[src/rtl/evad_pkg.sv]
package evad_pkg;

  localparam int unsigned MAX_FRAME_SAMPLES = 512;

  // A full frame of magnitudes up to 32768 needs log2(samples) + 16 bits.
  localparam int unsigned SUM_W   = $clog2(MAX_FRAME_SAMPLES) + 16;
  localparam int unsigned COUNT_W = $clog2(MAX_FRAME_SAMPLES + 1);
  localparam int unsigned STEP_W  = $clog2(SUM_W);

  localparam logic [15:0] START_THR_RST = 16'd900;
  localparam logic [15:0] CONT_THR_RST  = 16'd500;
  localparam logic [9:0]  HOLD_RST      = 10'd125;

  typedef enum logic [1:0] {
    CFG_START_THR = 2'd0,
    CFG_CONT_THR  = 2'd1,
    CFG_HOLD      = 2'd2
  } cfg_idx_e;

  typedef struct packed {
    logic capture;
    logic accumulate;
    logic div_load;
    logic div_step;
    logic emit;
  } evad_cmd_t;

  typedef struct packed {
    logic frame_end;
    logic div_last;
    logic out_free;
  } evad_sts_t;

endpackage

[src/rtl/evad_if.sv]
interface evad_in_if;
  logic               valid;
  logic               ready;
  logic signed [31:0] left_word;
  logic signed [31:0] right_word;
  logic               frame_end;
  logic               suppress;

  modport source (output valid, left_word, right_word, frame_end, suppress, input ready);
  modport sink   (input valid, left_word, right_word, frame_end, suppress, output ready);
endinterface

interface evad_out_if;
  logic               valid;
  logic               ready;
  logic signed [15:0] mono_sample;
  logic               frame_done;
  logic        [15:0] frame_level;
  logic               frame_voiced;
  logic               speaking_now;
  logic               speech_started;
  logic               speech_ended;

  modport source (output valid, mono_sample, frame_done, frame_level, frame_voiced,
                  speaking_now, speech_started, speech_ended, input ready);
  modport sink   (input valid, mono_sample, frame_done, frame_level, frame_voiced,
                  speaking_now, speech_started, speech_ended, output ready);
endinterface

interface evad_cfg_if;
  logic        valid;
  logic        ready;
  logic [1:0]  index;
  logic [15:0] data;

  modport source (output valid, index, data, input ready);
  modport sink   (input valid, index, data, output ready);
endinterface

[src/rtl/evad_ctrl.sv]
module evad_ctrl (
  input  logic               clk_i,
  input  logic               rst_ni,
  input  logic               in_valid_i,
  output logic               in_ready_o,
  input  evad_pkg::evad_sts_t sts_i,
  output evad_pkg::evad_cmd_t cmd_o
);
  import evad_pkg::*;

  typedef enum logic [2:0] {
    ST_IDLE,
    ST_ACC,
    ST_LOAD,
    ST_DIV,
    ST_EMIT
  } state_e;

  state_e state_q, state_d;

  assign in_ready_o = (state_q == ST_IDLE);

  always_comb begin
    state_d = state_q;
    cmd_o   = '0;
    unique case (state_q)
      ST_IDLE: begin
        if (in_valid_i) begin
          cmd_o.capture = 1'b1;
          state_d       = ST_ACC;
        end
      end
      ST_ACC: begin
        cmd_o.accumulate = 1'b1;
        state_d          = sts_i.frame_end ? ST_LOAD : ST_EMIT;
      end
      ST_LOAD: begin
        cmd_o.div_load = 1'b1;
        state_d        = ST_DIV;
      end
      ST_DIV: begin
        cmd_o.div_step = 1'b1;
        if (sts_i.div_last) begin
          state_d = ST_EMIT;
        end
      end
      ST_EMIT: begin
        if (sts_i.out_free) begin
          cmd_o.emit = 1'b1;
          state_d    = ST_IDLE;
        end
      end
      default: state_d = ST_IDLE;
    endcase
  end

  always_ff @(posedge clk_i or negedge rst_ni) begin
    if (!rst_ni) begin
      state_q <= ST_IDLE;
    end else begin
      state_q <= state_d;
    end
  end

endmodule

[src/rtl/evad_datapath.sv]
module evad_datapath (
  input  logic                clk_i,
  input  logic                rst_ni,
  input  logic signed [31:0]  left_word_i,
  input  logic signed [31:0]  right_word_i,
  input  logic                frame_end_i,
  input  logic                suppress_i,
  input  evad_pkg::evad_cmd_t cmd_i,
  output evad_pkg::evad_sts_t sts_o,
  evad_cfg_if.sink            cfg_i,
  evad_out_if.source          out_o
);
  import evad_pkg::*;

  logic [15:0] start_thr_q, cont_thr_q;
  logic [9:0]  hold_q;

  logic signed [15:0] mono_q;
  logic               end_q, sup_q;

  logic [SUM_W-1:0]   sum_q;
  logic [COUNT_W-1:0] count_q;

  logic [SUM_W-1:0]   quo_q;
  logic [COUNT_W-1:0] rem_q, divisor_q;
  logic [STEP_W-1:0]  step_q;
  logic               div_zero_q;

  logic [9:0] quiet_q;
  logic       speaking_q, turn_q;

  logic signed [16:0] pair_sum, pair_adj;
  logic signed [15:0] mono;
  logic [15:0]        mono_abs;
  logic [COUNT_W:0]   trial;
  logic               trial_ge;
  logic [15:0]        level, thr;
  logic               voiced, cand;
  logic [9:0]         quiet_d;
  logic               speaking_d, turn_d, started, ended;

  // Truncation toward zero: an odd negative sum is nudged up before the shift.
  assign pair_sum = 17'($signed(left_word_i[31:16])) + 17'($signed(right_word_i[31:16]));
  assign pair_adj = pair_sum + 17'(pair_sum[16] & pair_sum[0]);
  assign mono     = pair_adj[16:1];
  assign mono_abs = mono_q[15] ? (~mono_q + 16'd1) : mono_q;

  assign trial    = {rem_q, quo_q[SUM_W-1]};
  assign trial_ge = (trial >= {1'b0, divisor_q});

  assign level = div_zero_q ? 16'd0 : quo_q[15:0];
  assign thr   = speaking_q ? cont_thr_q : start_thr_q;

  always_comb begin
    voiced     = (level >= thr);
    quiet_d    = quiet_q;
    started    = 1'b0;
    ended      = 1'b0;
    speaking_d = speaking_q;
    turn_d     = turn_q;
    if (voiced) begin
      quiet_d = '0;
    end else if (quiet_q < hold_q) begin
      quiet_d = quiet_q + 10'd1;
    end
    cand = voiced | (quiet_d < hold_q);
    if (sup_q) begin
      speaking_d = 1'b0;
    end else if (cand != speaking_q) begin
      speaking_d = cand;
      if (cand) begin
        turn_d  = 1'b1;
        started = 1'b1;
      end else if (turn_q) begin
        turn_d = 1'b0;
        ended  = 1'b1;
      end
    end
  end

  assign sts_o.frame_end = end_q;
  assign sts_o.div_last  = (step_q == '0);
  assign sts_o.out_free  = !out_o.valid || out_o.ready;
  assign cfg_i.ready     = 1'b1;

  always_ff @(posedge clk_i or negedge rst_ni) begin
    if (!rst_ni) begin
      start_thr_q <= START_THR_RST;
      cont_thr_q  <= CONT_THR_RST;
      hold_q      <= HOLD_RST;
    end else if (cfg_i.valid) begin
      case (cfg_i.index)
        CFG_START_THR: start_thr_q <= cfg_i.data;
        CFG_CONT_THR:  cont_thr_q  <= cfg_i.data;
        CFG_HOLD:      hold_q      <= cfg_i.data[9:0];
        default: ;
      endcase
    end
  end

  always_ff @(posedge clk_i) begin
    if (cmd_i.capture) begin
      mono_q <= mono;
      end_q  <= frame_end_i;
      sup_q  <= suppress_i;
    end
    if (cmd_i.div_load) begin
      quo_q      <= sum_q;
      rem_q      <= '0;
      divisor_q  <= count_q;
      step_q     <= STEP_W'(SUM_W - 1);
      div_zero_q <= (count_q == '0);
    end else if (cmd_i.div_step) begin
      rem_q  <= trial_ge ? COUNT_W'(trial - {1'b0, divisor_q}) : trial[COUNT_W-1:0];
      quo_q  <= {quo_q[SUM_W-2:0], trial_ge};
      step_q <= step_q - STEP_W'(1);
    end
    if (cmd_i.emit) begin
      out_o.mono_sample    <= mono_q;
      out_o.frame_done     <= end_q;
      out_o.frame_level    <= end_q ? level : 16'd0;
      out_o.frame_voiced   <= end_q & voiced;
      out_o.speaking_now   <= end_q ? speaking_d : speaking_q;
      out_o.speech_started <= end_q & started;
      out_o.speech_ended   <= end_q & ended;
    end
  end

  always_ff @(posedge clk_i or negedge rst_ni) begin
    if (!rst_ni) begin
      sum_q       <= '0;
      count_q     <= '0;
      quiet_q     <= HOLD_RST;
      speaking_q  <= 1'b0;
      turn_q      <= 1'b0;
      out_o.valid <= 1'b0;
    end else begin
      if (cmd_i.div_load) begin
        sum_q   <= '0;
        count_q <= '0;
      end else if (cmd_i.accumulate && (count_q < COUNT_W'(MAX_FRAME_SAMPLES))) begin
        sum_q   <= sum_q + SUM_W'(mono_abs);
        count_q <= count_q + COUNT_W'(1);
      end
      if (cmd_i.emit && end_q) begin
        quiet_q    <= quiet_d;
        speaking_q <= speaking_d;
        turn_q     <= turn_d;
      end
      if (cmd_i.emit) begin
        out_o.valid <= 1'b1;
      end else if (out_o.ready) begin
        out_o.valid <= 1'b0;
      end
    end
  end

endmodule

[src/rtl/energy_vad_hysteresis_top.sv]
// A result is registered into the output once its input is captured and accumulated;
// a frame-end item also passes through the bit-serial mean divider before it is emitted.
// A new item is taken only after the previous result is emitted, and the output register
// lets the next item start while a result waits to be taken, though its emit then stalls.
// Reset (rst_ni low, asynchronous) restores the default thresholds and hold count,
// clears the frame sum, the speaking state and any pending result.
module energy_vad_hysteresis_top (
  input  logic       clk_i,
  input  logic       rst_ni,
  evad_in_if.sink    in_i,
  evad_cfg_if.sink   cfg_i,
  evad_out_if.source out_o
);
  import evad_pkg::*;

  evad_cmd_t cmd;
  evad_sts_t sts;

  evad_ctrl u_ctrl (
    .clk_i      (clk_i),
    .rst_ni     (rst_ni),
    .in_valid_i (in_i.valid),
    .in_ready_o (in_i.ready),
    .sts_i      (sts),
    .cmd_o      (cmd)
  );

  evad_datapath u_datapath (
    .clk_i        (clk_i),
    .rst_ni       (rst_ni),
    .left_word_i  (in_i.left_word),
    .right_word_i (in_i.right_word),
    .frame_end_i  (in_i.frame_end),
    .suppress_i   (in_i.suppress),
    .cmd_i        (cmd),
    .sts_o        (sts),
    .cfg_i        (cfg_i),
    .out_o        (out_o)
  );

endmodule
[src/flat_wrapper.sv]
// flat-port wrapper written by rule: the top's interface ports become plain ports
module energy_vad_hysteresis_top_flat import evad_pkg::*;
  (clk_i, rst_ni, in_i_valid, in_i_left_word, in_i_right_word, in_i_frame_end, in_i_suppress, in_i_ready, cfg_i_valid, cfg_i_index, cfg_i_data, cfg_i_ready, out_o_valid, out_o_mono_sample, out_o_frame_done, out_o_frame_level, out_o_frame_voiced, out_o_speaking_now, out_o_speech_started, out_o_speech_ended, out_o_ready);
  evad_in_if in_i_i ();
  evad_cfg_if cfg_i_i ();
  evad_out_if out_o_i ();
  input  logic clk_i;
  input  logic rst_ni;
  input wire logic [$bits(in_i_i.valid)-1:0] in_i_valid;
  input wire logic [$bits(in_i_i.left_word)-1:0] in_i_left_word;
  input wire logic [$bits(in_i_i.right_word)-1:0] in_i_right_word;
  input wire logic [$bits(in_i_i.frame_end)-1:0] in_i_frame_end;
  input wire logic [$bits(in_i_i.suppress)-1:0] in_i_suppress;
  output wire logic [$bits(in_i_i.ready)-1:0] in_i_ready;
  input wire logic [$bits(cfg_i_i.valid)-1:0] cfg_i_valid;
  input wire logic [$bits(cfg_i_i.index)-1:0] cfg_i_index;
  input wire logic [$bits(cfg_i_i.data)-1:0] cfg_i_data;
  output wire logic [$bits(cfg_i_i.ready)-1:0] cfg_i_ready;
  output wire logic [$bits(out_o_i.valid)-1:0] out_o_valid;
  output wire logic [$bits(out_o_i.mono_sample)-1:0] out_o_mono_sample;
  output wire logic [$bits(out_o_i.frame_done)-1:0] out_o_frame_done;
  output wire logic [$bits(out_o_i.frame_level)-1:0] out_o_frame_level;
  output wire logic [$bits(out_o_i.frame_voiced)-1:0] out_o_frame_voiced;
  output wire logic [$bits(out_o_i.speaking_now)-1:0] out_o_speaking_now;
  output wire logic [$bits(out_o_i.speech_started)-1:0] out_o_speech_started;
  output wire logic [$bits(out_o_i.speech_ended)-1:0] out_o_speech_ended;
  input wire logic [$bits(out_o_i.ready)-1:0] out_o_ready;
  assign in_i_i.valid = in_i_valid;
  assign in_i_i.left_word = in_i_left_word;
  assign in_i_i.right_word = in_i_right_word;
  assign in_i_i.frame_end = in_i_frame_end;
  assign in_i_i.suppress = in_i_suppress;
  assign in_i_ready = in_i_i.ready;
  assign cfg_i_i.valid = cfg_i_valid;
  assign cfg_i_i.index = cfg_i_index;
  assign cfg_i_i.data = cfg_i_data;
  assign cfg_i_ready = cfg_i_i.ready;
  assign out_o_valid = out_o_i.valid;
  assign out_o_mono_sample = out_o_i.mono_sample;
  assign out_o_frame_done = out_o_i.frame_done;
  assign out_o_frame_level = out_o_i.frame_level;
  assign out_o_frame_voiced = out_o_i.frame_voiced;
  assign out_o_speaking_now = out_o_i.speaking_now;
  assign out_o_speech_started = out_o_i.speech_started;
  assign out_o_speech_ended = out_o_i.speech_ended;
  assign out_o_i.ready = out_o_ready;
  energy_vad_hysteresis_top u_core (.clk_i(clk_i), .rst_ni(rst_ni), .in_i(in_i_i), .cfg_i(cfg_i_i), .out_o(out_o_i));
endmodule
[config.mk]
export PLATFORM = sky130hd
export DESIGN_NAME = energy_vad_hysteresis_top_flat
export DESIGN_NICKNAME = d
export VERILOG_FILES = /design/src/rtl/evad_pkg.sv /design/src/rtl/evad_if.sv /design/src/rtl/evad_ctrl.sv /design/src/rtl/evad_datapath.sv /design/src/rtl/energy_vad_hysteresis_top.sv /design/src/flat_wrapper.sv
export SDC_FILE = /design/constraint.sdc
export NUM_CORES = 1
export LEC_CHECK = 0
export ABC_CLOCK_PERIOD_IN_PS = 7700
export BUFFER_PORTS_ARGS = -buffer_cell sky130_fd_sc_hd__buf_2
export CELL_PAD_IN_SITES_DETAIL_PLACEMENT = 1
export CELL_PAD_IN_SITES_GLOBAL_PLACEMENT = 1
export CORE_AREA = 2 2 155 157
export CTS_CLUSTER_DIAMETER = 30
export DETAILED_ROUTE_END_ITERATION = 6
export DIE_AREA = 0 0 157 159
export PLACE_DENSITY = 0.93
export REMOVE_ABC_BUFFERS = 1
export SLEW_MARGIN = 40
export SYNTH_ARGS = -nofsm -noshare
export SYNTH_HDL_FRONTEND = slang
export SYNTH_HIERARCHICAL = 1
export SYNTH_SLANG_ARGS = --single-unit
export TNS_END_PERCENT = 1
[constraint.sdc]
create_clock -name clk_i -period 7.7 [get_ports clk_i]
set_clock_uncertainty 0.2 [all_clocks]
set_input_delay 1.54 -clock clk_i [delete_from_list [all_inputs] [get_ports clk_i]]
set_output_delay 1.54 -clock clk_i [all_outputs]
set_load 0.01 [all_outputs]
# Word level (Yosys, flattened, before mapping)
# Index checks and enable logic that the tools add are counted.
dict set report word_totals {
  register_bits 199
  in_bits 89
  output_inout_bits 40
}
dict set report op_classes {
  addsub 8
  n_lt_le_gt_ge 5
  n_eq_ne 10
  mux 36
  bitwise 7
  reduce_logical 16
}
# operator n
set ops {}
lappend ops {{25-bit 2-to-1 mux} 4}
lappend ops {{10-bit 2-to-1 mux} 5}
lappend ops {{16-bit 2-to-1 mux} 3}
lappend ops {{25-bit by 16-bit adder with 25-bit output} 1}
lappend ops {{10-bit by 1-bit adder with 10-bit output (second input constant)} 2}
lappend ops {{10-bit less-than comparator} 2}
lappend ops {{1-bit 2-to-1 mux} 19}
lappend ops {{16-bit by 16-bit adder with 17-bit output} 1}
lappend ops {{17-bit by 1-bit adder with 17-bit output} 1}
lappend ops {{16-bit by 1-bit adder with 16-bit output (second input constant)} 1}
lappend ops {{16-bit greater-or-equal comparator} 1}
lappend ops {{16-bit inverter} 1}
lappend ops {{3-bit case mux with 5 select lines} 1}
lappend ops {{3-bit 2-to-1 mux} 4}
lappend ops {{11-bit by 10-bit greater-or-equal comparator with 1-bit output} 1}
lappend ops {{10-bit zero test} 1}
lappend ops {{10-bit less-than comparator (second input constant)} 1}
lappend ops {{10-bit subtractor} 1}
lappend ops {{3-bit by 2-bit == test with 1-bit output (second input constant)} 2}
lappend ops {{2-bit AND reduction} 3}
lappend ops {{3-bit AND reduction} 2}
lappend ops {{2-bit nonzero test} 3}
lappend ops {{5-bit zero test} 1}
lappend ops {{5-bit by 1-bit subtractor with 5-bit output (second input constant)} 1}
lappend ops {{other kinds (15)} 20}

# Logic depth before layout (Yosys ltp)
# Gate-level depths: netlist (run 1).
dict set report logic_depth {
  word_depth 9
  depth_mapped 25
  ltp_nobuf 24
}

# Cells and area by module
# The synthesis (run 1) kept the hierarchy.
# mod n_inst cells_per_inst area_each_um2
set modules_own_cells {}
lappend modules_own_cells {evad_datapath 1 1060 11462.2}
lappend modules_own_cells {evad_ctrl 1 21 202.7}

# Worst setup path before layout (run 1)
# OpenSTA, ideal clock, no wires.
dict set report synth_path {
  path_type {reg-to-reg}
  from {reg u_core.u_datapath.speaking_q}
  to {reg u_core.u_datapath.turn_q}
  setup_time_ps 82
  arrival_time_ps 4936
  path_slack_ps 2482
  path_stages_with_launch 23
  n_path_buf 3
  synth_period_minus_slack_ps 5218
  path_cell_list {dfrtp_1 -> clkbuf_1 -> clkbuf_1 -> mux2i_1 -> ha_1 -> o21ai_0 -> a2111oi_0 -> a21o_1 -> clkbuf_1 -> nor2_1 -> ha_1 -> a21o_1 -> a21o_1 -> a21oi_1 -> o21ai_0 -> a31o_2 -> nor3b_1 -> a211oi_1 -> inv_1 -> ha_1 -> nor3b_1 -> a21oi_1 -> a31oi_1}
}
dict set report synth_between {
  elab_chain_cells 7
  word_cells_on_any_way 8
  cone_classes {order compare: 2; eq/ne: 1; mux: 3; bitwise: 1; reduce/logical: 1}
}
# element line
set synth_rtl {}
lappend synth_rtl {{start: declaration} evad_datapath.sv:30} ;# logic speaking_q, turn_q;
lappend synth_rtl {{start signal: assignment} evad_datapath.sv:147} ;# speaking_q <= speaking_d;
lappend synth_rtl {{16-bit 2-to-1 mux (*)} evad_datapath.sv:52} ;# assign thr = speaking_q ? cont_thr_q : start_thr_q;
lappend synth_rtl {{16-bit greater-or-equal comparator (*)} evad_datapath.sv:55} ;# voiced = (level >= thr);
lappend synth_rtl {{10-bit 2-to-1 mux (*)} evad_datapath.sv:61} ;# if (voiced) begin
lappend synth_rtl {{via u_core.u_datapath.quiet_d[3]} evad_datapath.sv:39} ;# logic [9:0] quiet_d;
lappend synth_rtl {{10-bit less-than comparator (*)} evad_datapath.sv:66} ;# cand = voiced | (quiet_d < hold_q);
lappend synth_rtl {{1-bit bitwise OR (*)} evad_datapath.sv:66}
lappend synth_rtl {{via u_core.u_datapath.cand} evad_datapath.sv:38} ;# logic voiced, cand;
lappend synth_rtl {{1-bit != test} evad_datapath.sv:69} ;# end else if (cand != speaking_q) begin
lappend synth_rtl {{3-bit AND reduction (no line)} -}
lappend synth_rtl {{end signal: assignment} evad_datapath.sv:148} ;# turn_q <= turn_d;
lappend synth_rtl {{end: declaration} evad_datapath.sv:30}
# The timed path passes the listed nets; every way through them passes the cells marked *.
# A chain may end at the register's enable or synchronous reset.

# Worst setup path in the final report (run 1)
dict set report layout_path {
  from {reg u_core.u_datapath.div_zero_q}
  to {reg u_core.u_datapath.turn_q}
}
dict set report layout_between {
  elab_chain_cells 7
  word_cells_on_any_way 8
  cone_classes {order compare: 2; eq/ne: 1; mux: 3; bitwise: 1; reduce/logical: 1}
}
# element line
set layout_rtl {}
lappend layout_rtl {{start: declaration} evad_datapath.sv:27} ;# logic div_zero_q;
lappend layout_rtl {{start signal: assignment} evad_datapath.sv:112} ;# div_zero_q <= (count_q == '0);
lappend layout_rtl {{16-bit 2-to-1 mux (*)} evad_datapath.sv:51} ;# assign level = div_zero_q ? 16'd0 : quo_q[15:0];
lappend layout_rtl {{via u_core.u_datapath.level[12]} evad_datapath.sv:37} ;# logic [15:0] level, thr;
lappend layout_rtl {{16-bit greater-or-equal comparator (*)} evad_datapath.sv:55}
lappend layout_rtl {{10-bit 2-to-1 mux (*)} evad_datapath.sv:61}
lappend layout_rtl {{via u_core.u_datapath.quiet_d[3]} evad_datapath.sv:39}
lappend layout_rtl {{10-bit less-than comparator (*)} evad_datapath.sv:66}
lappend layout_rtl {{1-bit bitwise OR (*)} evad_datapath.sv:66}
lappend layout_rtl {{via u_core.u_datapath.cand} evad_datapath.sv:38}
lappend layout_rtl {{1-bit != test} evad_datapath.sv:69}
lappend layout_rtl {{3-bit AND reduction (no line)} -}
# Marked as above.

==> summary.md, run 1 <==
| Metric | Value |
|---|---|
| Run status | `finished, final reports clean` |
| Cell Rows | `56` |
| Setup violators final | `0` |
| Critical-path cell list | `nor2b_1 -> ha_1 -> nand4_1 -> a2111oi_0 -> a21o_1 -> nor2_1 -> ha_1 -> a21o_1 -> a21o_1 -> a21oi_1 -> o21ai_0 -> a31o_2 -> nor3b_1 -> a211oi_1 -> inv_1 -> ha_1 -> nor3b_1 -> a21oi_1 -> a31oi_1` |
| Area growth syn-to-layout | `12.2%` |
| Leak pwr | `5.51 nW` |
| Post-synth cell types | `82` |
| Crit end category | `register` |
| Post-CTS setup buffers | `0` |
| Largest net degree at the start of global routing | `68` |
| Input/output buffers | `95` |
| Design Area, Final | `13,100 sq um` |
| Final HPWL DP | `22,600 microns` |
| Hold_sp | `u_core/u_datapath/mono_q[1]$_DFFE_PP_` |
| Reg clk slew, reported paths | `80 ps` |
| DR iter-0 viols | `458` |
| Asr flop ratio synth | `46.7%` |
| Min Hold Slack | `268 ps` |
| Max H-tree Level | `4` |
| Cell taking the most area after synthesis | `edfxtp_1` |
| Minimum clock period | `6080 ps` |
| Register bit total from synthesis | `199` |
| Hold Path End | `u_core/u_datapath/out_o.mono_sample[1]$_DFFE_PP_` |
| Total Power | `5.10 mW` |
| Cell Area, Synth | `11,700 sq um` |
| Power per cell area | `389 nW/um^2` |
| Worst setup SP type | `register` |
| Initial antenna violation count | `0` |
| Vias | `9,048` |
| Area share of the largest cell type after synthesis | `23.4%` |
| Root Buffer | `clkbuf_16` |
| # IOs | `129` |
| Maxcap violations | `0` |
| CP Class | `register to register` |
| Slowest cell on the critical path | `edfxtp_1` |
| Maximum VDD drop | `0.000225 V` |
| # resized after CTS | `0` |
| Die height | `159 microns` |
| Grt ovf | `0` |
| Seq/Total Area, Yosys | `46.2%` |
| Most frequent cells in the layout | `buf_2 (94), edfxtp_1 (91), ha_1 (84), nand2_1 (73)` |
| RSZ-0062 raised after global routing | `no` |
| Dpl cell area | `12,500 sq um` |
| Reg-to-Reg Start | `u_core/u_datapath/div_zero_q$_DFFE_PP_` |
| Period utilization | `79.0%` |
| Layout cells sized above 1 | `22.5%` |
| Data arrival, critical path | `6260 ps` |
| Hold Crit Class | `register to register` |
| Top post-synthesis cells by area | `edfxtp_1 (23%), dfrtp_1 (15%), ha_1 (9.0%)` |
| Initial core utilization | `50.3%` |
| GPL Wtd Cong | `0.849` |
| Final #Nets | `1,346` |
| R2R depth | `19` |
| Antenna diodes | `0` |
| Worst-margin pin slew | `825 ps` |
| Cts hold-fix bufs | `0` |
| Critical Path Fanout Max | `18` |
| Total wire length | `33,900 microns` |
| Drt wl/cell | `22.6 microns` |
| Vias per cell | `6.02` |
| Worst Hold Depth | `0` |
| DRC | `0` |
| Top FF cell, synth | `edfxtp_1` |
| Mean Syn Cell Area | `10.8 sq um` |
| Max-slew violation count | `0` |
| CTS Buffer Depth | `2` |
| Synth Instances | `1,081` |
| R2R Setup Slk | `1620 ps` |
| First-pass GRT wire length | `53,800 microns` |
| CTS buffer count | `17` |
| Syn. warnings | `6` |
| GRT Total Usage | `27.7%` |
| ANT nets after route | `0` |
| Skew-Pair Late Insertion Delay | `450 ps` |
| Largest stage delay, worst path | `800 ps` |
| CTS Sinks | `199` |
| Pre-Repair DR Iteration Count | `5` |
| Vias in the first global route | `9,934` |
| Slew HR | `43.6%` |
| Highest clock rate | `164 MHz` |
| Required @ worst endpoint | `7880 ps` |
| Reg-to-reg endpoint | `u_core/u_datapath/turn_q$_DFFE_PN0P_` |
| CTS tree | `built` |
| Post-synth EDFFs | `91` |
| Core area | `23,200 sq um` |
| Die area | `25,000 sq um` |
| Final Hold Fails | `0` |
| Leading cell type in the layout, fill and taps excluded | `buf_2` |
| Chip width | `157 microns` |
[synth_stat cells (4+ instances only)]
cell / n
a211oi_1: 18
a21o_1: 22
a21oi_1: 59
a22o_1: 4
a31oi_1: 6
and2_1: 20
and3_1: 11
buf_1: 4
buf_2: 4
clkbuf_1: 21
dfrtp_1: 71
dfstp_2: 22
dfxtp_1: 15
edfxtp_1: 91
ha_1: 84
inv_1: 55
mux2_2: 69
mux2i_1: 26
nand2_1: 73
nand2b_1: 17
nand3_1: 26
nand3b_1: 4
nand4_1: 11
nor2_1: 70
nor2b_1: 25
nor3_1: 19
nor3b_1: 5
nor4_1: 7
o21ai_0: 42
o31ai_1: 5
o41ai_1: 4
or2_2: 8
or3_1: 5
or4_1: 5
xnor2_1: 54
xor2_1: 22
[worst max-delay path by stage]
stage,from,to,slack [ps]
4_1_cts,u_core/u_datapath/hold_q[5]$_DFFE_PN1P_,u_core/u_datapath/turn_q$_DFFE_PN0P_,1810
2_1_floorplan,u_core/u_ctrl/state_q[2]$_DFFE_PN0P_,u_core/u_datapath/sum_q[15]$_DFFE_PN0P_,-80
3_5_place_dp,u_core/u_datapath/speaking_q$_DFFE_PN0P_,u_core/u_datapath/turn_q$_DFFE_PN0P_,1890
3_3_place_gp,u_core/u_datapath/speaking_q$_DFFE_PN0P_,u_core/u_datapath/turn_q$_DFFE_PN0P_,2150
6_report,u_core/u_datapath/div_zero_q$_DFFE_PP_,u_core/u_datapath/turn_q$_DFFE_PN0P_,1620
5_1_grt,u_core/u_datapath/div_zero_q$_DFFE_PP_,u_core/u_datapath/turn_q$_DFFE_PN0P_,1540
[worst max-delay path, delay by kind of cell, from the launching register on]
| kind | cells | cell delay, ps |
|---|---|---|
| AOI/OAI and AO/OA | 10 | 2770 |
| and+or+nand+nor | 5 | 1160 |
| adders and majority gates | 3 | 920 |
| buffers and inverters | 1 | 130 |
| DFF | 1 | 800 |
[registers in the layout, indices dropped and copies added, names as in the netlist, 16 cells and up]
register                             flops
u_core/u_datapath/cont_thr_q            16
u_core/u_datapath/mono_q                16
u_core/u_datapath/out_o.frame_level     16
u_core/u_datapath/start_thr_q           16
u_core/u_datapath/out_o.mono_sample     16
u_core/u_datapath/quo_q                 25
u_core/u_datapath/sum_q                 25
[power breakdown]
part | internal (mW) | switching [mW] | total [mW]
Combinational | 0.939 | 1.40 | 2.34
Sequential | 1.53 | 0.303 | 1.84
Clock | 0.487 | 0.436 | 0.923
[metrics by stage]
| step | std cells | setup TNS (ps) | setup WS, ps | utilization [%] |
|---|---|---|---|---|
| after global routing | 1502 | 0 | 1540 | 56.4 |
| final | 1502 | 0 | 1620 | 56.4 |
| after CTS | 1501 | 0 | 1810 | 56.3 |
| after floorplan | 1046 | -107 | -76.4 | - |
| after global placement | 1469 | 0 | 2150 | 53.7 |
| after detailed placement | 1469 | 0 | 1890 | 53.7 |
[metal layers]
| metal | vias to the layer above | GRT usage (%) | part of all wire, % |
|---|---|---|---|
| li1 | 4082 | - | - |
| met1 | 4597 | 31.6 | 38 |
| met2 | 283 | 50.7 | 53 |
| met3 | 86 | 4.76 | 4.6 |
| met4 | 0 | 11.5 | 3.7 |
| met5 | - | 0 | 0 |
[final cells by class]
cell class,instances,area (sq um)
fill,2548,10100
timing repair buffer,105,564
sequential,199,5390
clock buffer,17,425
clock inverter,15,166
inverter,55,206
tap,319,399
multi-input combinational,792,5930
[logic make-up (layout without fill, tap and decap cells)]
| family | Yosys count | after routing | synth area share, % |
|---|---|---|---|
| fa+ha+maj | 87 | 87 | 9.52 |
| xor+xnor | 76 | 76 | 5.71 |
| buf+inv | 90 | 192 | 3.21 |
| other cells | 1 | 1 | 0.0321 |
| mux | 95 | 95 | 8.89 |
| simple gates | 320 | 320 | 14.2 |
| flops | 199 | 199 | 46.2 |
| compound gates | 213 | 213 | 12.2 |
Power figures use the tool's default switching activity.
==> run 2, diff against run 1 <==
ABC_CLOCK_PERIOD_IN_PS = 5600   (was 7700)
CORE_AREA = 2 2 161 163   (was 2 2 155 157)
DIE_AREA = 0 0 163 165   (was 0 0 157 159)
PLACE_DENSITY = 0.88   (was 0.93)
clock period = 5.6 ns   (was 7.7 ns; I/O delays follow)
==> summary.md, run 2 (synthesized netlist as in run 1, its figures left out) <==
| Metric | Value |
|---|---|
| Setup violators final | `0 (unchanged)` |
| Required @ worst endpoint | `5770 ps (was 7880 ps)` |
| Input/output buffers | `95 (unchanged)` |
| Reg-to-Reg Start | `u_core/u_datapath/speaking_q$_DFFE_PN0P_ (was u_core/u_datapath/div_zero_q$_DFFE_PP_)` |
| Final Hold Fails | `0 (unchanged)` |
| Max-slew violation count | `0 (unchanged)` |
| Min Hold Slack | `302 ps (was 268 ps)` |
| Worst-margin pin slew | `901 ps (was 825 ps)` |
| Pre-Repair DR Iteration Count | `5 (unchanged)` |
| Max H-tree Level | `4 (unchanged)` |
| Grt ovf | `0 (unchanged)` |
| Drt wl/cell | `21.2 microns (was 22.6 microns)` |
| Worst setup SP type | `register (unchanged)` |
| Layout cells sized above 1 | `22.9% (was 22.5%)` |
| FILL cells | `2,727 (was 2,548)` |
| Power per cell area | `530 nW/um^2 (was 389 nW/um^2)` |
| Die height | `165 microns (was 159 microns)` |
| Setup slack after placement | `340 ps (was 1890 ps)` |
| CTS Buffer Depth | `2 (unchanged)` |
| Maxcap violations | `0 (unchanged)` |
| GPL Wtd Cong | `0.840 (was 0.849)` |
| Final WS setup | `147 ps (was 1620 ps)` |
| Critical Path Fanout Max | `16 (was 18)` |
| Cell Rows | `58 (was 56)` |
| Period utilization | `97.4% (was 79.0%)` |
| Maximum VDD drop | `0.000381 V (was 0.000225 V)` |
| Area growth syn-to-layout | `13.1% (was 12.2%)` |
| # IOs | `129 (unchanged)` |
| Final #Nets | `1,353 (was 1,346)` |
| First-pass GRT wire length | `48,500 microns (was 53,800 microns)` |
| Highest clock rate | `183 MHz (was 164 MHz)` |
| Final HPWL DP | `22,100 microns (was 22,600 microns)` |
| Initial antenna violation count | `0 (unchanged)` |
| CP Class | `register to register (unchanged)` |
| Vias per cell | `5.83 (was 6.02)` |
| Reg clk slew, reported paths | `80 ps (about the same)` |
| Slew HR | `39.9% (was 43.6%)` |
| Hold_sp | `u_core/u_datapath/mono_q[1]$_DFFE_PP_ (unchanged)` |
| Critical path origin | `u_core/u_datapath/speaking_q$_DFFE_PN0P_ (was u_core/u_datapath/div_zero_q$_DFFE_PP_)` |
| Initial core utilization | `46.6% (was 50.3%)` |
| GRT Total Usage | `23.0% (was 27.7%)` |
| Vias in the first global route | `9,374 (was 9,934)` |
| Non-Filler Instances | `1,520 (was 1,502)` |
| Most frequent cells in the layout | `buf_2 (94), edfxtp_1 (91), ha_1 (84), nand2_1 (73), dfrtp_1 (71) (was buf_2 (94), edfxtp_1 (91), ha_1 (84), nand2_1 (73))` |
| Crit end category | `register (unchanged)` |
| Die area | `26,900 sq um (was 25,000 sq um)` |
| Chip width | `163 microns (was 157 microns)` |
| Skew-Pair Late Insertion Delay | `460 ps (was 450 ps)` |
| Core area | `25,000 sq um (was 23,200 sq um)` |
| CTS Sinks | `199 (unchanged)` |
| Placed cell count | `1,483 (was 1,469)` |
| Hold Crit Class | `register to register (unchanged)` |
| Largest net degree at the start of global routing | `62 (was 68)` |
| DRC | `0 (unchanged)` |
| Minimum clock period | `5450 ps (was 6080 ps)` |
| Vias | `8,860 (was 9,048)` |
| ANT nets after route | `0 (unchanged)` |
| Top Registers | `u_core/u_datapath/quo_q x25, u_core/u_datapath/sum_q x25 (unchanged)` |
| Total wire length | `32,200 microns (was 33,900 microns)` |
| Leak pwr | `5.56 nW (was 5.51 nW)` |
| Run status | `finished, final reports clean (unchanged)` |
| Antenna diodes | `0 (unchanged)` |
| CTS tree | `built (unchanged)` |
| DR iter-0 viols | `517 (was 458)` |
| Root Buffer | `clkbuf_16 (unchanged)` |
| CTS buffer count | `17 (unchanged)` |
| Data arrival, critical path | `5620 ps (was 6260 ps)` |
| Leading cell type in the layout, fill and taps excluded | `buf_2 (unchanged)` |
-- run 2: metrics by stage --
step | total power [mW] | util (%) | TNS [ps] | instance area, sq um
global placement | 5.26 | 50.0 | 0 | 12500
detailed placement | 5.54 | 50.0 | 0 | 12500
global route | 7.42 | 52.7 | -23.0 | 13200
CTS | 6.87 | 52.4 | 0 | 13100
floorplan | 4.58 | - | -129490 | 11500
finish | 7.00 | 52.7 | 0 | 13200
-- run 2: worst paths after layout --
kind / endpoint / slack [ps] / cells after the start
setup / recovery: u_core/u_datapath/turn_q$_DFFE_PN0P_ / 150 / 23
hold / removal: u_core/u_datapath/out_o.mono_sample[1]$_DFFE_PP_ / 300 / 0
setup reg to reg: u_core/u_datapath/turn_q$_DFFE_PN0P_ / 150 / 23
hold reg to reg: u_core/u_datapath/out_o.mono_sample[1]$_DFFE_PP_ / 300 / 0
max in group asynchronous: u_core/u_datapath/cont_thr_q[8]$_DFFE_PN1P_ / 3750 / 2
min in group asynchronous: u_core/u_datapath/count_q[5]$_DFFE_PN0P_ / 460 / 1
-- run 2: report_power, final --
part           switching [mW]  leakage (nW)  total (mW)  internal [mW]
sequential              0.375          2.11        2.48           2.11
clock                   0.595         0.294        1.31          0.711
combinational            1.88          3.16        3.21           1.33
total                    2.85          5.56        7.00           4.14
-- run 2: what timing repair did --
action                                  in CTS  in global routing
endpoints found under the setup margin       0                  2
resized for setup                            0                  4
hold buffers                                 0                  0
hold endpoints to repair                     0                  0
setup buffers                                0                  4
-- run 2: final cells by class --
cell class / instances / area, sq um / area share (%)
inverter: 55 / 206 / 1.56
clock buffer: 19 / 433 / 3.28
tap: 330 / 413 / 3.13
sequential: 199 / 5390 / 40.8
timing repair buffer: 112 / 638 / 4.84
clock inverter: 13 / 171 / 1.30
multi-input combinational: 792 / 5950 / 45.1
-- run 2: worst max-delay path, stage by stage (launching register included) --
cell	delay (ps)
dfrtp_1	470
buf_12	210
mux2_2	350
ha_1	300
nand2b_1	200
a21o_1	200
a21o_1	200
a21oi_1	180
o21ai_0	160
a21o_2	310
buf_4	200
nor2_1	160
ha_1	280
a21o_1	170
a21oi_1	170
o21ai_0	120
a31o_2	280
nor3b_1	200
a211oi_1	130
inv_1	110
ha_1	250
nor3b_2	230
a21oi_1	110
a31oi_1	160
-- run 2: metal layers --
| layer | routed length (microns) | track usage (%) | part of all wire [%] | up-vias |
|---|---|---|---|---|
| li1 | - | - | - | 4110 |
| met1 | 12900 | 26.0 | 40 | 4479 |
| met2 | 16900 | 43.1 | 53 | 209 |
| met3 | 1280 | 4.27 | 4.0 | 62 |
| met4 | 1040 | 8.21 | 3.2 | 0 |
| met5 | 0 | 0 | 0 | - |
==> run 3, diff against run 2 <==
RECOVER_POWER = 50   (was unset)
==> summary.md, run 3 (synthesized netlist as in run 1, its figures left out) <==
| Metric | Value |
|---|---|
| Failing checks | `capacitance limit, slew limit` |
| GPL Wtd Cong | `0.840 (unchanged)` |
| Largest stage delay, worst path | `470 ps (about the same)` |
| Input/output buffers | `95 (unchanged)` |
| Area growth syn-to-layout | `12.6% (was 13.1%)` |
| GRT Total Usage | `23.0% (unchanged)` |
| Max-slew violation count | `109 (was 0)` |
| Worst-margin pin slew | `3650 ps (was 901 ps)` |
| R2R Setup Slk | `150 ps (about the same)` |
| Final Hold Fails | `0 (unchanged)` |
| Worst setup SP type | `register (unchanged)` |
| Max H-tree Level | `4 (unchanged)` |
| Top Registers | `u_core/u_datapath/quo_q x25, u_core/u_datapath/sum_q x25 (unchanged)` |
| Total wire length | `32,100 microns (was 32,200 microns)` |
| Reg-to-Reg Start | `u_core/u_datapath/speaking_q$_DFFE_PN0P_ (unchanged)` |
| Cts hold-fix bufs | `0 (unchanged)` |
| Grt ovf | `0 (unchanged)` |
| Core area | `25,000 sq um (unchanged)` |
| Largest net degree at the start of global routing | `62 (unchanged)` |
| Cell Rows | `58 (unchanged)` |
| Drt wl/cell | `21.1 microns (was 21.2 microns)` |
| DR iter-0 viols | `499 (was 517)` |
| Die height | `165 microns (unchanged)` |
| Vias | `8,863 (was 8,860)` |
| Final #Nets | `1,353 (unchanged)` |
| Critical path origin | `u_core/u_datapath/speaking_q$_DFFE_PN0P_ (unchanged)` |
| Multi-input gate area | `5920 sq um (was 5950 sq um)` |
| Critical Path Fanout Max | `16 (unchanged)` |
| Initial antenna violation count | `0 (unchanged)` |
| Setup violators final | `0 (unchanged)` |
| Final HPWL DP | `22,100 microns (unchanged)` |
| Reg clk slew, reported paths | `80 ps (about the same)` |
| CTS tree | `built (unchanged)` |
| Slowest cell on the critical path | `dfrtp_1 (unchanged)` |
| CTS Buffer Depth | `2 (unchanged)` |
| Power per cell area | `532 nW/um^2 (was 530 nW/um^2)` |
| Min Hold Slack | `302 ps (about the same)` |
| Crit end category | `register (unchanged)` |
| Leak pwr | `5.51 nW (was 5.56 nW)` |
| Non-Filler Instances | `1,520 (unchanged)` |
| FILL cells | `2,736 (was 2,727)` |
| CTS Sinks | `199 (unchanged)` |
| Chip width | `163 microns (unchanged)` |
| Root Buffer | `clkbuf_16 (unchanged)` |
| DRC | `0 (unchanged)` |
| Highest clock rate | `183 MHz (about the same)` |
| Most frequent cells in the layout | `buf_2 (91), edfxtp_1 (91), ha_1 (84), nand2_1 (73), dfrtp_1 (71) (was buf_2 (94), edfxtp_1 (91), ha_1 (84), nand2_1 (73), dfrtp_1 (71))` |
| Layout cells sized above 1 | `21.3% (was 22.9%)` |
| Setup TNS | `0 ps (unchanged)` |
| Maxcap violations | `2 (was 0)` |
| Slew HR | `-144% (was 39.9%)` |
| CTS buffer count | `17 (unchanged)` |
| Core Util, Final | `52.5% (was 52.7%)` |
| Data arrival, critical path | `5630 ps (was 5620 ps)` |
| Die area | `26,900 sq um (unchanged)` |
| CP top delay family | `compound AO/OA/AOI/OAI gates (unchanged)` |
| Reg-to-reg endpoint | `u_core/u_datapath/turn_q$_DFFE_PN0P_ (unchanged)` |
| ANT nets after route | `0 (unchanged)` |
| Total Power | `6.99 mW (was 7.00 mW)` |
| Stages on the worst setup path | `23 (unchanged)` |
| First-pass GRT wire length | `48,500 microns (unchanged)` |
| Bufs and invs on worst path | `3 (unchanged)` |
| Reg area | `5390 sq um (unchanged)` |
| Maximum VDD drop | `0.000357 V (was 0.000381 V)` |
| Run status | `finished, violations left (was finished, final reports clean)` |
| Placed cell count | `1,483 (unchanged)` |
| R2R depth | `23 (unchanged)` |
| Skew-Pair Late Insertion Delay | `460 ps (about the same)` |
| Antenna diodes | `0 (unchanged)` |
| Setup crit end | `u_core/u_datapath/turn_q$_DFFE_PN0P_ (unchanged)` |
| Initial core utilization | `46.6% (unchanged)` |
| # IOs | `129 (unchanged)` |
| Vias in the first global route | `9,374 (unchanged)` |
| Pre-Repair DR Iteration Count | `5 (unchanged)` |
| Period utilization | `97.4% (about the same)` |
| Required @ worst endpoint | `5770 ps (about the same)` |
| CP Class | `register to register (unchanged)` |
| Minimum clock period | `5450 ps (about the same)` |
| Critical-path cell list | `buf_12 -> mux2_2 -> ha_1 -> nand2b_1 -> a21o_1 -> a21o_1 -> a21oi_1 -> o21ai_0 -> a21o_2 -> buf_4 -> nor2_1 -> ha_1 -> a21o_1 -> a21oi_1 -> o21ai_0 -> a31o_2 -> nor3b_1 -> a211oi_1 -> inv_1 -> ha_1 -> nor3b_2 -> a21oi_1 -> a31oi_1 (unchanged)` |
| Hold Crit Class | `register to register (unchanged)` |
| Vias per cell | `5.83 (about the same)` |
==> run 3: stage by stage <==
stage,area (sq um),setup slack [ps]
finish,13100,146
CTS,13100,149
detailed placement,12500,340
global route,13100,-33.8
floorplan,11500,-2180
global placement,12500,649
==> run 3: per-layer routing <==
layer | part of all wire (%) | track usage [%]
met5 | 0 | 0
met4 | 3.2 | 8.21
met3 | 3.9 | 4.27
met2 | 53 | 43.1
met1 | 40 | 26.0
==> run 3: how the worst min path moves through the flow <==
| stage | cells past startpoint | start | to |
|---|---|---|---|
| finish | 0 | u_core/u_datapath/mono_q[1]$_DFFE_PP_ | u_core/u_datapath/out_o.mono_sample[1]$_DFFE_PP_ |
| CTS | 2 | u_core/u_datapath/rem_q[1]$_SDFFE_PP0P_ | u_core/u_datapath/rem_q[1]$_SDFFE_PP0P_ |
| detailed placement | 0 | u_core/u_datapath/mono_q[1]$_DFFE_PP_ | u_core/u_datapath/out_o.mono_sample[1]$_DFFE_PP_ |
| global route | 0 | u_core/u_datapath/mono_q[1]$_DFFE_PP_ | u_core/u_datapath/out_o.mono_sample[1]$_DFFE_PP_ |
| floorplan | 0 | u_core/u_datapath/mono_q[1]$_DFFE_PP_ | u_core/u_datapath/out_o.mono_sample[1]$_DFFE_PP_ |
| global placement | 0 | u_core/u_datapath/mono_q[1]$_DFFE_PP_ | u_core/u_datapath/out_o.mono_sample[1]$_DFFE_PP_ |
==> run 3: power breakdown <==
part / switching (mW) / internal, mW / leakage (nW) / total [mW]
clock: 0.594 / 0.711 / 0.294 / 1.31
sequential: 0.372 / 2.11 / 2.11 / 2.48
combinational: 1.88 / 1.32 / 3.11 / 3.20
total: 2.85 / 4.14 / 5.51 / 6.99
==> run 3: layout make-up <==
class | count | area share [%]
Multi-Input combinational cell | 792 | 45.1
Inverter | 55 | 1.57
Sequential cell | 199 | 41.0
Clock buffer | 19 | 3.30
Tap cell | 330 | 3.14
Timing Repair Buffer | 112 | 4.58
Clock inverter | 13 | 1.30
==> run 3: timing repair <==
item | CTS | global route
setup endpoints to repair | 0 | 2
gates resized for setup | 0 | 4
setup buffers | 0 | 4
